### src/rtl/skt_pkg.sv
// shared types and constants for the sorted key table engine
package skt_pkg;

    localparam int TABLE_DEPTH = 256;
    localparam int KEY_W       = 20;
    localparam int NUM_W       = 10;

    localparam logic [1:0] OP_FIND   = 2'd0;
    localparam logic [1:0] OP_INSERT = 2'd1;
    localparam logic [1:0] OP_PURGE  = 2'd2;
    localparam logic [1:0] OP_FREE   = 2'd3;

    localparam logic [1:0] ST_OK   = 2'd0;
    localparam logic [1:0] ST_DUP  = 2'd1;
    localparam logic [1:0] ST_FULL = 2'd2;

    localparam logic [0:0] REG_ENTRY_MIN = 1'd0;
    localparam logic [0:0] REG_ENTRY_MAX = 1'd1;

    typedef struct packed {
        logic [1:0]       operation;
        logic [NUM_W-1:0] plan_number;
        logic [NUM_W-1:0] entry_number;
    } req_t;

    typedef struct packed {
        logic             found;
        logic [8:0]       position;
        logic [1:0]       status;
        logic [8:0]       removed_count;
        logic [NUM_W-1:0] free_number;
    } rsp_t;

    // controller to datapath commands
    typedef enum logic [3:0] {
        CMD_IDLE,
        CMD_LOAD,      // capture request, compute keys
        CMD_BS_INIT,   // lo=0 hi=count, target chosen by sel
        CMD_BS_READ,   // issue read at mid
        CMD_BS_STEP,   // compare read data, narrow range
        CMD_BS_END,    // latch search bound, set up shift or scan pointer
        CMD_SH_READ,   // read one entry for a shift
        CMD_SH_WRITE,  // write the shifted entry
        CMD_INS_WRITE, // write new key at insert point
        CMD_PURGE_END, // drop purged keys from the count
        CMD_SCAN_READ, // read entry for first-free
        CMD_SCAN_STEP  // check entry for first-free
    } cmd_e;

    typedef struct packed {
        cmd_e cmd;
        logic sel;     // search target: 0 request key or start key, 1 end key
    } ctl_t;

    typedef struct packed {
        logic bs_done;
        logic hit;
        logic full;
        logic sh_done;
        logic scan_done;
        logic [1:0] operation;
    } sts_t;

endpackage

### src/rtl/skt_ctrl.sv
// controller state machine
module skt_ctrl (
    input  logic          clk,
    input  logic          rst_n,
    input  logic          in_valid,
    output logic          in_ready,
    output logic          out_valid,
    input  logic          out_ready,
    input  skt_pkg::sts_t sts,
    output skt_pkg::ctl_t ctl
);
    typedef enum logic [3:0] {
        S_IDLE, S_INIT, S_BS_READ, S_BS_STEP,
        S_SH_READ, S_SH_WRITE, S_INS, S_SC_READ, S_SC_STEP, S_DONE
    } state_t;

    state_t state_reg, state_next;
    logic   sel_reg, sel_next;

    assign in_ready  = (state_reg == S_IDLE);
    assign out_valid = (state_reg == S_DONE);

    // next state and command decode
    always_comb
    begin
        state_next = state_reg;
        sel_next   = sel_reg;
        ctl.cmd    = skt_pkg::CMD_IDLE;
        ctl.sel    = sel_reg;
        case (state_reg)
            S_IDLE:
                if (in_valid)
                begin
                    ctl.cmd    = skt_pkg::CMD_LOAD;
                    sel_next   = 1'b0;
                    state_next = S_INIT;
                end
            S_INIT:
            begin
                ctl.cmd    = skt_pkg::CMD_BS_INIT;
                state_next = S_BS_READ;
            end
            S_BS_READ:
                if (!sts.bs_done)
                begin
                    ctl.cmd    = skt_pkg::CMD_BS_READ;
                    state_next = S_BS_STEP;
                end
                else
                begin
                    ctl.cmd = skt_pkg::CMD_BS_END;
                    if (sts.operation == skt_pkg::OP_FIND)
                        state_next = S_DONE;
                    else if (sts.operation == skt_pkg::OP_INSERT)
                        state_next = (sts.hit || sts.full) ? S_DONE : S_SH_READ;
                    else if (!sel_reg)
                    begin
                        sel_next   = 1'b1;
                        state_next = S_INIT;
                    end
                    else if (sts.operation == skt_pkg::OP_PURGE)
                        state_next = S_SH_READ;
                    else
                        state_next = S_SC_READ;
                end
            S_BS_STEP:
            begin
                ctl.cmd    = skt_pkg::CMD_BS_STEP;
                state_next = S_BS_READ;
            end
            S_SH_READ:
                if (!sts.sh_done)
                begin
                    ctl.cmd    = skt_pkg::CMD_SH_READ;
                    state_next = S_SH_WRITE;
                end
                else if (sts.operation == skt_pkg::OP_INSERT)
                    state_next = S_INS;
                else
                begin
                    ctl.cmd    = skt_pkg::CMD_PURGE_END;
                    state_next = S_DONE;
                end
            S_SH_WRITE:
            begin
                ctl.cmd    = skt_pkg::CMD_SH_WRITE;
                state_next = S_SH_READ;
            end
            S_INS:
            begin
                ctl.cmd    = skt_pkg::CMD_INS_WRITE;
                state_next = S_DONE;
            end
            S_SC_READ:
                if (!sts.scan_done)
                begin
                    ctl.cmd    = skt_pkg::CMD_SCAN_READ;
                    state_next = S_SC_STEP;
                end
                else
                    state_next = S_DONE;
            S_SC_STEP:
            begin
                ctl.cmd    = skt_pkg::CMD_SCAN_STEP;
                state_next = S_SC_READ;
            end
            S_DONE:
                if (out_ready)
                    state_next = S_IDLE;
            default:
                state_next = S_IDLE;
        endcase
    end

    // state and registered flags
    always_ff @(posedge clk or negedge rst_n)
    begin
        if (!rst_n)
        begin
            state_reg <= S_IDLE;
            sel_reg   <= 1'b0;
        end
        else
        begin
            state_reg <= state_next;
            sel_reg   <= sel_next;
        end
    end
endmodule

### config.mk
export PLATFORM = sky130hd
export DESIGN_NAME = skt_ctrl
export DESIGN_NICKNAME = d
export VERILOG_FILES = /design/src/rtl/skt_pkg.sv /design/src/rtl/skt_ctrl.sv
export SDC_FILE = /design/constraint.sdc
export NUM_CORES = 1
export LEC_CHECK = 0
export ABC_AREA = 1
export BUFFER_PORTS_ARGS = -buffer_cell sky130_fd_sc_hd__buf_2
export CAP_MARGIN = 20
export CORE_MARGIN = 2
export CORE_UTILIZATION = 33
export DETAILED_ROUTE_END_ITERATION = 8
export PLACE_DENSITY_LB_ADDON = 0.08
export SLEW_MARGIN = 15
export SYNTH_ARGS = -nofsm -noshare
export SYNTH_HDL_FRONTEND = slang
export SYNTH_SLANG_ARGS = --single-unit
### constraint.sdc
create_clock -name clk -period 1.3 [get_ports clk]
set_input_delay 0 -clock clk [delete_from_list [all_inputs] [get_ports clk]]
set_output_delay 0 -clock clk [all_outputs]
set_load 0.02 [all_outputs]
# [Yosys cells after proc, flatten, opt, wreduce, memory -nomap -nowiden]
# Index checks and enable logic that the tools add are counted.
[op_classes] eq_ne=16 mux=23 n_reduce_logical=7
[op_table] cell="$pmux 4 s9" count=2
[op_table] cell="$mux 4" count=11
[op_table] cell="$eq 4x3->1 const B" count=4
[op_table] cell="$eq 4x2->1 const B" count=2
[op_table] cell="$eq 4x4->1 const B" count=2
[op_table] cell="$ne 2x2->1 const B" count=4
[op_table] cell="$mux 1" count=6
[op_table] cell="$mux 3" count=2
[op_table] cell="$reduce_and 5->1" count=1
[op_table] cell="$eq 4x1->1 const B" count=1
[op_table] cell="$logic_not 4->1" count=1
[op_table] cell="$eq 2x1->1 const B" count=1
[op_table] cell="$eq 2x2->1 const B" count=1
[op_table] cell="$logic_not 2->1" count=1
[op_table] cell="$mux 2" count=1
[op_table] cell="$ne 2x1->1 const B" count=1
[op_table] cell="$pmux 1 s2" count=1
[op_table] cell="$reduce_and 2->1" count=1
[op_table] cell="$reduce_bool 2->1" count=1
[op_table] cell="$reduce_or 2->1" count=1
[op_table] cell="$logic_or 1x1->1" count=1
[totals] register_bits=5 inputBits=11 output_inout_bits=7 word_cells=48

# [Logic depth before layout (Yosys ltp)]
[logic_depth] ltp_word=7 mapped_depth=9 depth_no_buf=9

# [Worst setup path before layout]
# OpenSTA, ideal clock, no wires.
[synth_path] path_type="reg2reg" start="reg state_reg[1]" end="reg state_reg[0]" setup_time_ns=0.118 arrival_time_ns=1.224 required_ns=1.182 slack_ns=-0.041 path_stages_with_launch=9 path_buffers=0 synth_period_minus_slack_ns=1.341 cell_sequence="dfrtp_1 -> inv_1 -> nand2_2 -> nor3_2 -> nand2_1 -> o21ai_1 -> inv_1 -> nand2_1 -> nand2_1"
[synth_between] elab_chain_len=3 word_cells_on_any_way=15 cone_classes="11 x eq/ne; 1 x mux; 3 x reduce/logical"
[synth_lines] item="from (decl)" line="skt_ctrl.sv:17" rtl="state_t state_reg, state_next;"
[synth_lines] item="from (signal assigned)" line="skt_ctrl.sv:125" rtl="state_reg <= state_next;"
[synth_lines] item="$eq 4x4->1 (*)"
[synth_lines] item="net out_valid" line="skt_ctrl.sv:7" rtl="output logic out_valid,"
[synth_lines] item="$ne 2x1->1 (no line)"
[synth_lines] item="$reduce_and 2->1 (no line)"
# Mark *: on every way through the listed nets, which the timed path passes. The rest lies on a longest branch.
# A chain may end at the register's enable or synchronous reset.

==> reports/qor.csv <==
metric,value,unit
rows,13,
r2r_slack,-40,ps
root_buffer,clkbuf_4,
max_freq,706,MHz
syn-cell-area,488,sq um
wl_per_cell,12.2,um
vias_per_cell,4.98,
finalNonFillerCells,131,
ctsLongestPathBuffers,2,
cp.arrival,1420,ps
start_util,0.366,
slew_headroom,0.839,
hold_viol,0,
num_antenna_cells,0,
synth_nets,93,
numPortBuffers,17,
tns,-454,ps
yosys.area.top_type,dfrtp_1,
leakage,0.432,nW
drc,0,
p_per_area,1980,nW/um^2
clkSinkCount,5,
worst_pin_slew,240,ps
fin_nets,128,
multi_input_area,383,sq um
antenna_found_initial,0,
r2r-start,state_reg[1],
syn_to_final_growth,72.1,%
fin_skew,0.576,ps
grt_pass1_wl,2680,um
outcome,"complete, but fails checks",
ys_warn_count,0,
setup_viol,5,
final_area,840,sq um
violations,negative setup slack,
final_antenna_net_count,0,
syn_inst,82,
worstPathRequired,1300,ps
die_w,42.5,um
gp_congestion,0.914,
slew_violations,0,
synth_cell_types,20,
grt.total_usage,0.198,
die_area,1800,sq um
drive_gt1_frac,0.517,
cts_buffers,3,
fin_crit_sh,1.09,
setup_slack,-116,ps
grt_pass1_vias,609,
core,1330,sq um
rsz0062_at_grt,true,
vias,653,
hold_start,sts[1],
place_inst,116,
synth.yosys.seq_area_share,0.256,
drt_iter0_markers,13,
critPathMaxStageDelay,460,ps
drt_first_pass_iters,4,
period_needed,1420,ps
layout_common_cells,"21 x nand2_1, 14 x buf_4, 12 x buf_2",
wl_met1,698,um
drt_wl_total,1590,um
avgSynthCellArea,5.95,sq um
crit_start,state_reg[3],
cpMaxStageDelayCell,dfrtp_2,
path_common_cell,buf_4,
cap_viol_max_count,0,
synth.area.top_cells,"dfrtp_1 26%, nand2_1 19%, inv_1 10%",
synth.ff_latch_count,5,
cts.htree.levels,1,
routed.top_layer,met3,
place_area,613,sq um
crit_type,reg2out,
wl_met2,855,um
hpwl,1070,um
wl_met3,39,um
grt_max_degree,6,
insertion_delay,240,ps
timing.hold.ws,23.6,ps
peakVddDrop,0.000987,V
hold_path_class,in2reg,
cp_max_fo,4,
worstSetupEndpointType,output port,
yosysTopAreaCellShare,0.256,
fill_cells,126,
io_pins,18,
cts_tree,done,
die_h,42.5,um
cts.clk_slew.worst_paths,40,ps
layout_commonest_cell,nand2_1,
crit_chain,buf_4 -> nand3_1 -> o31ai_2 -> inv_1 -> nand4_1 -> buf_4,
pre_cts_ws,0.606,ps
overflow,0,
start_kind,flop,
largest_register_ffs,4,
seq_area,129,sq um
final cells by class:
type                            count  share of cell area
Timing Repair Buffer               31               0.262
Sequential cell                     5               0.154
Clock buffer                        4              0.0313
Tap cell                           15              0.0224
Multi-Input combinational cell     60               0.456
Inverter                           16              0.0745
worst max-delay path: cells and delay by family, from the launching register on:
| kind | cells | cell delay [ps] |
|---|---|---|
| AO/OA/AOI/OAI | 1 | 90 |
| buffers and inverters | 3 | 410 |
| flip-flops | 1 | 460 |
| AND/OR/NAND/NOR | 2 | 220 |
report_power, final:
part / internal [W] / total [W] / switching, W
combinational: 0.000506 / 0.00115 / 0.000648
sequential: 0.000219 / 0.000327 / 0.000108
clock: 0.000116 / 0.000180 / 0.0000639
total: 0.000842 / 0.00166 / 0.000820
timing repair:
action                                  4_1_cts  5_1_grt
resized for setup                            20       14
hold endpoints to repair                      5        0
endpoints found under the setup margin        5       10
hold buffers                                  1        0
setup buffers                                10        1
gates cloned                                  0        0
pin swaps                                     6        6
metal layers:
| layer | vias to the layer above | global-route usage |
|---|---|---|
| met2 | 17 | 0.342 |
| met4 | 0 | 0.0750 |
| li1 | 331 | - |
| met5 | - | 0 |
| met1 | 305 | 0.230 |
| met3 | 0 | 0.0517 |
path summary, 6_finish.rpt:
path / to / depth (start not counted)
setup / recovery: ctl[2] / 6
hold / removal: sel_reg / 3
setup reg to reg: state_reg[0] / 9
hold reg to reg: sel_reg / 2
max in group asynchronous: state_reg[0] / 2
min in group asynchronous: state_reg[1] / 2
per-stage QoR:
| step | util | total power (W) |
|---|---|---|
| after floorplan | - | 0.000885 |
| after global placement | 0.460 | 0.00114 |
| after detailed placement | 0.460 | 0.00113 |
| after CTS | 0.584 | 0.00155 |
| after global routing | 0.629 | 0.00179 |
| final | 0.629 | 0.00166 |
kinds of logic (layout without fill, tap and decap cells):
family | Yosys count | count (layout) | share of synthesized area
compound gates | 10 | 10 | 0.123
buf+inv | 17 | 51 | 0.138
flops | 5 | 5 | 0.256
simple gates | 50 | 50 | 0.482
synth_stat cells, drive strengths merged:
cell type / number
a31oi: 1
inv: 16
nand4: 3
a21oi: 2
o211ai: 1
o31ai: 1
dfrtp: 5
nand3: 8
o21ai: 4
nor3: 2
nor2: 11
nand2: 26
buf: 1
o2111ai: 1
(Power assumes the default switching activity.)
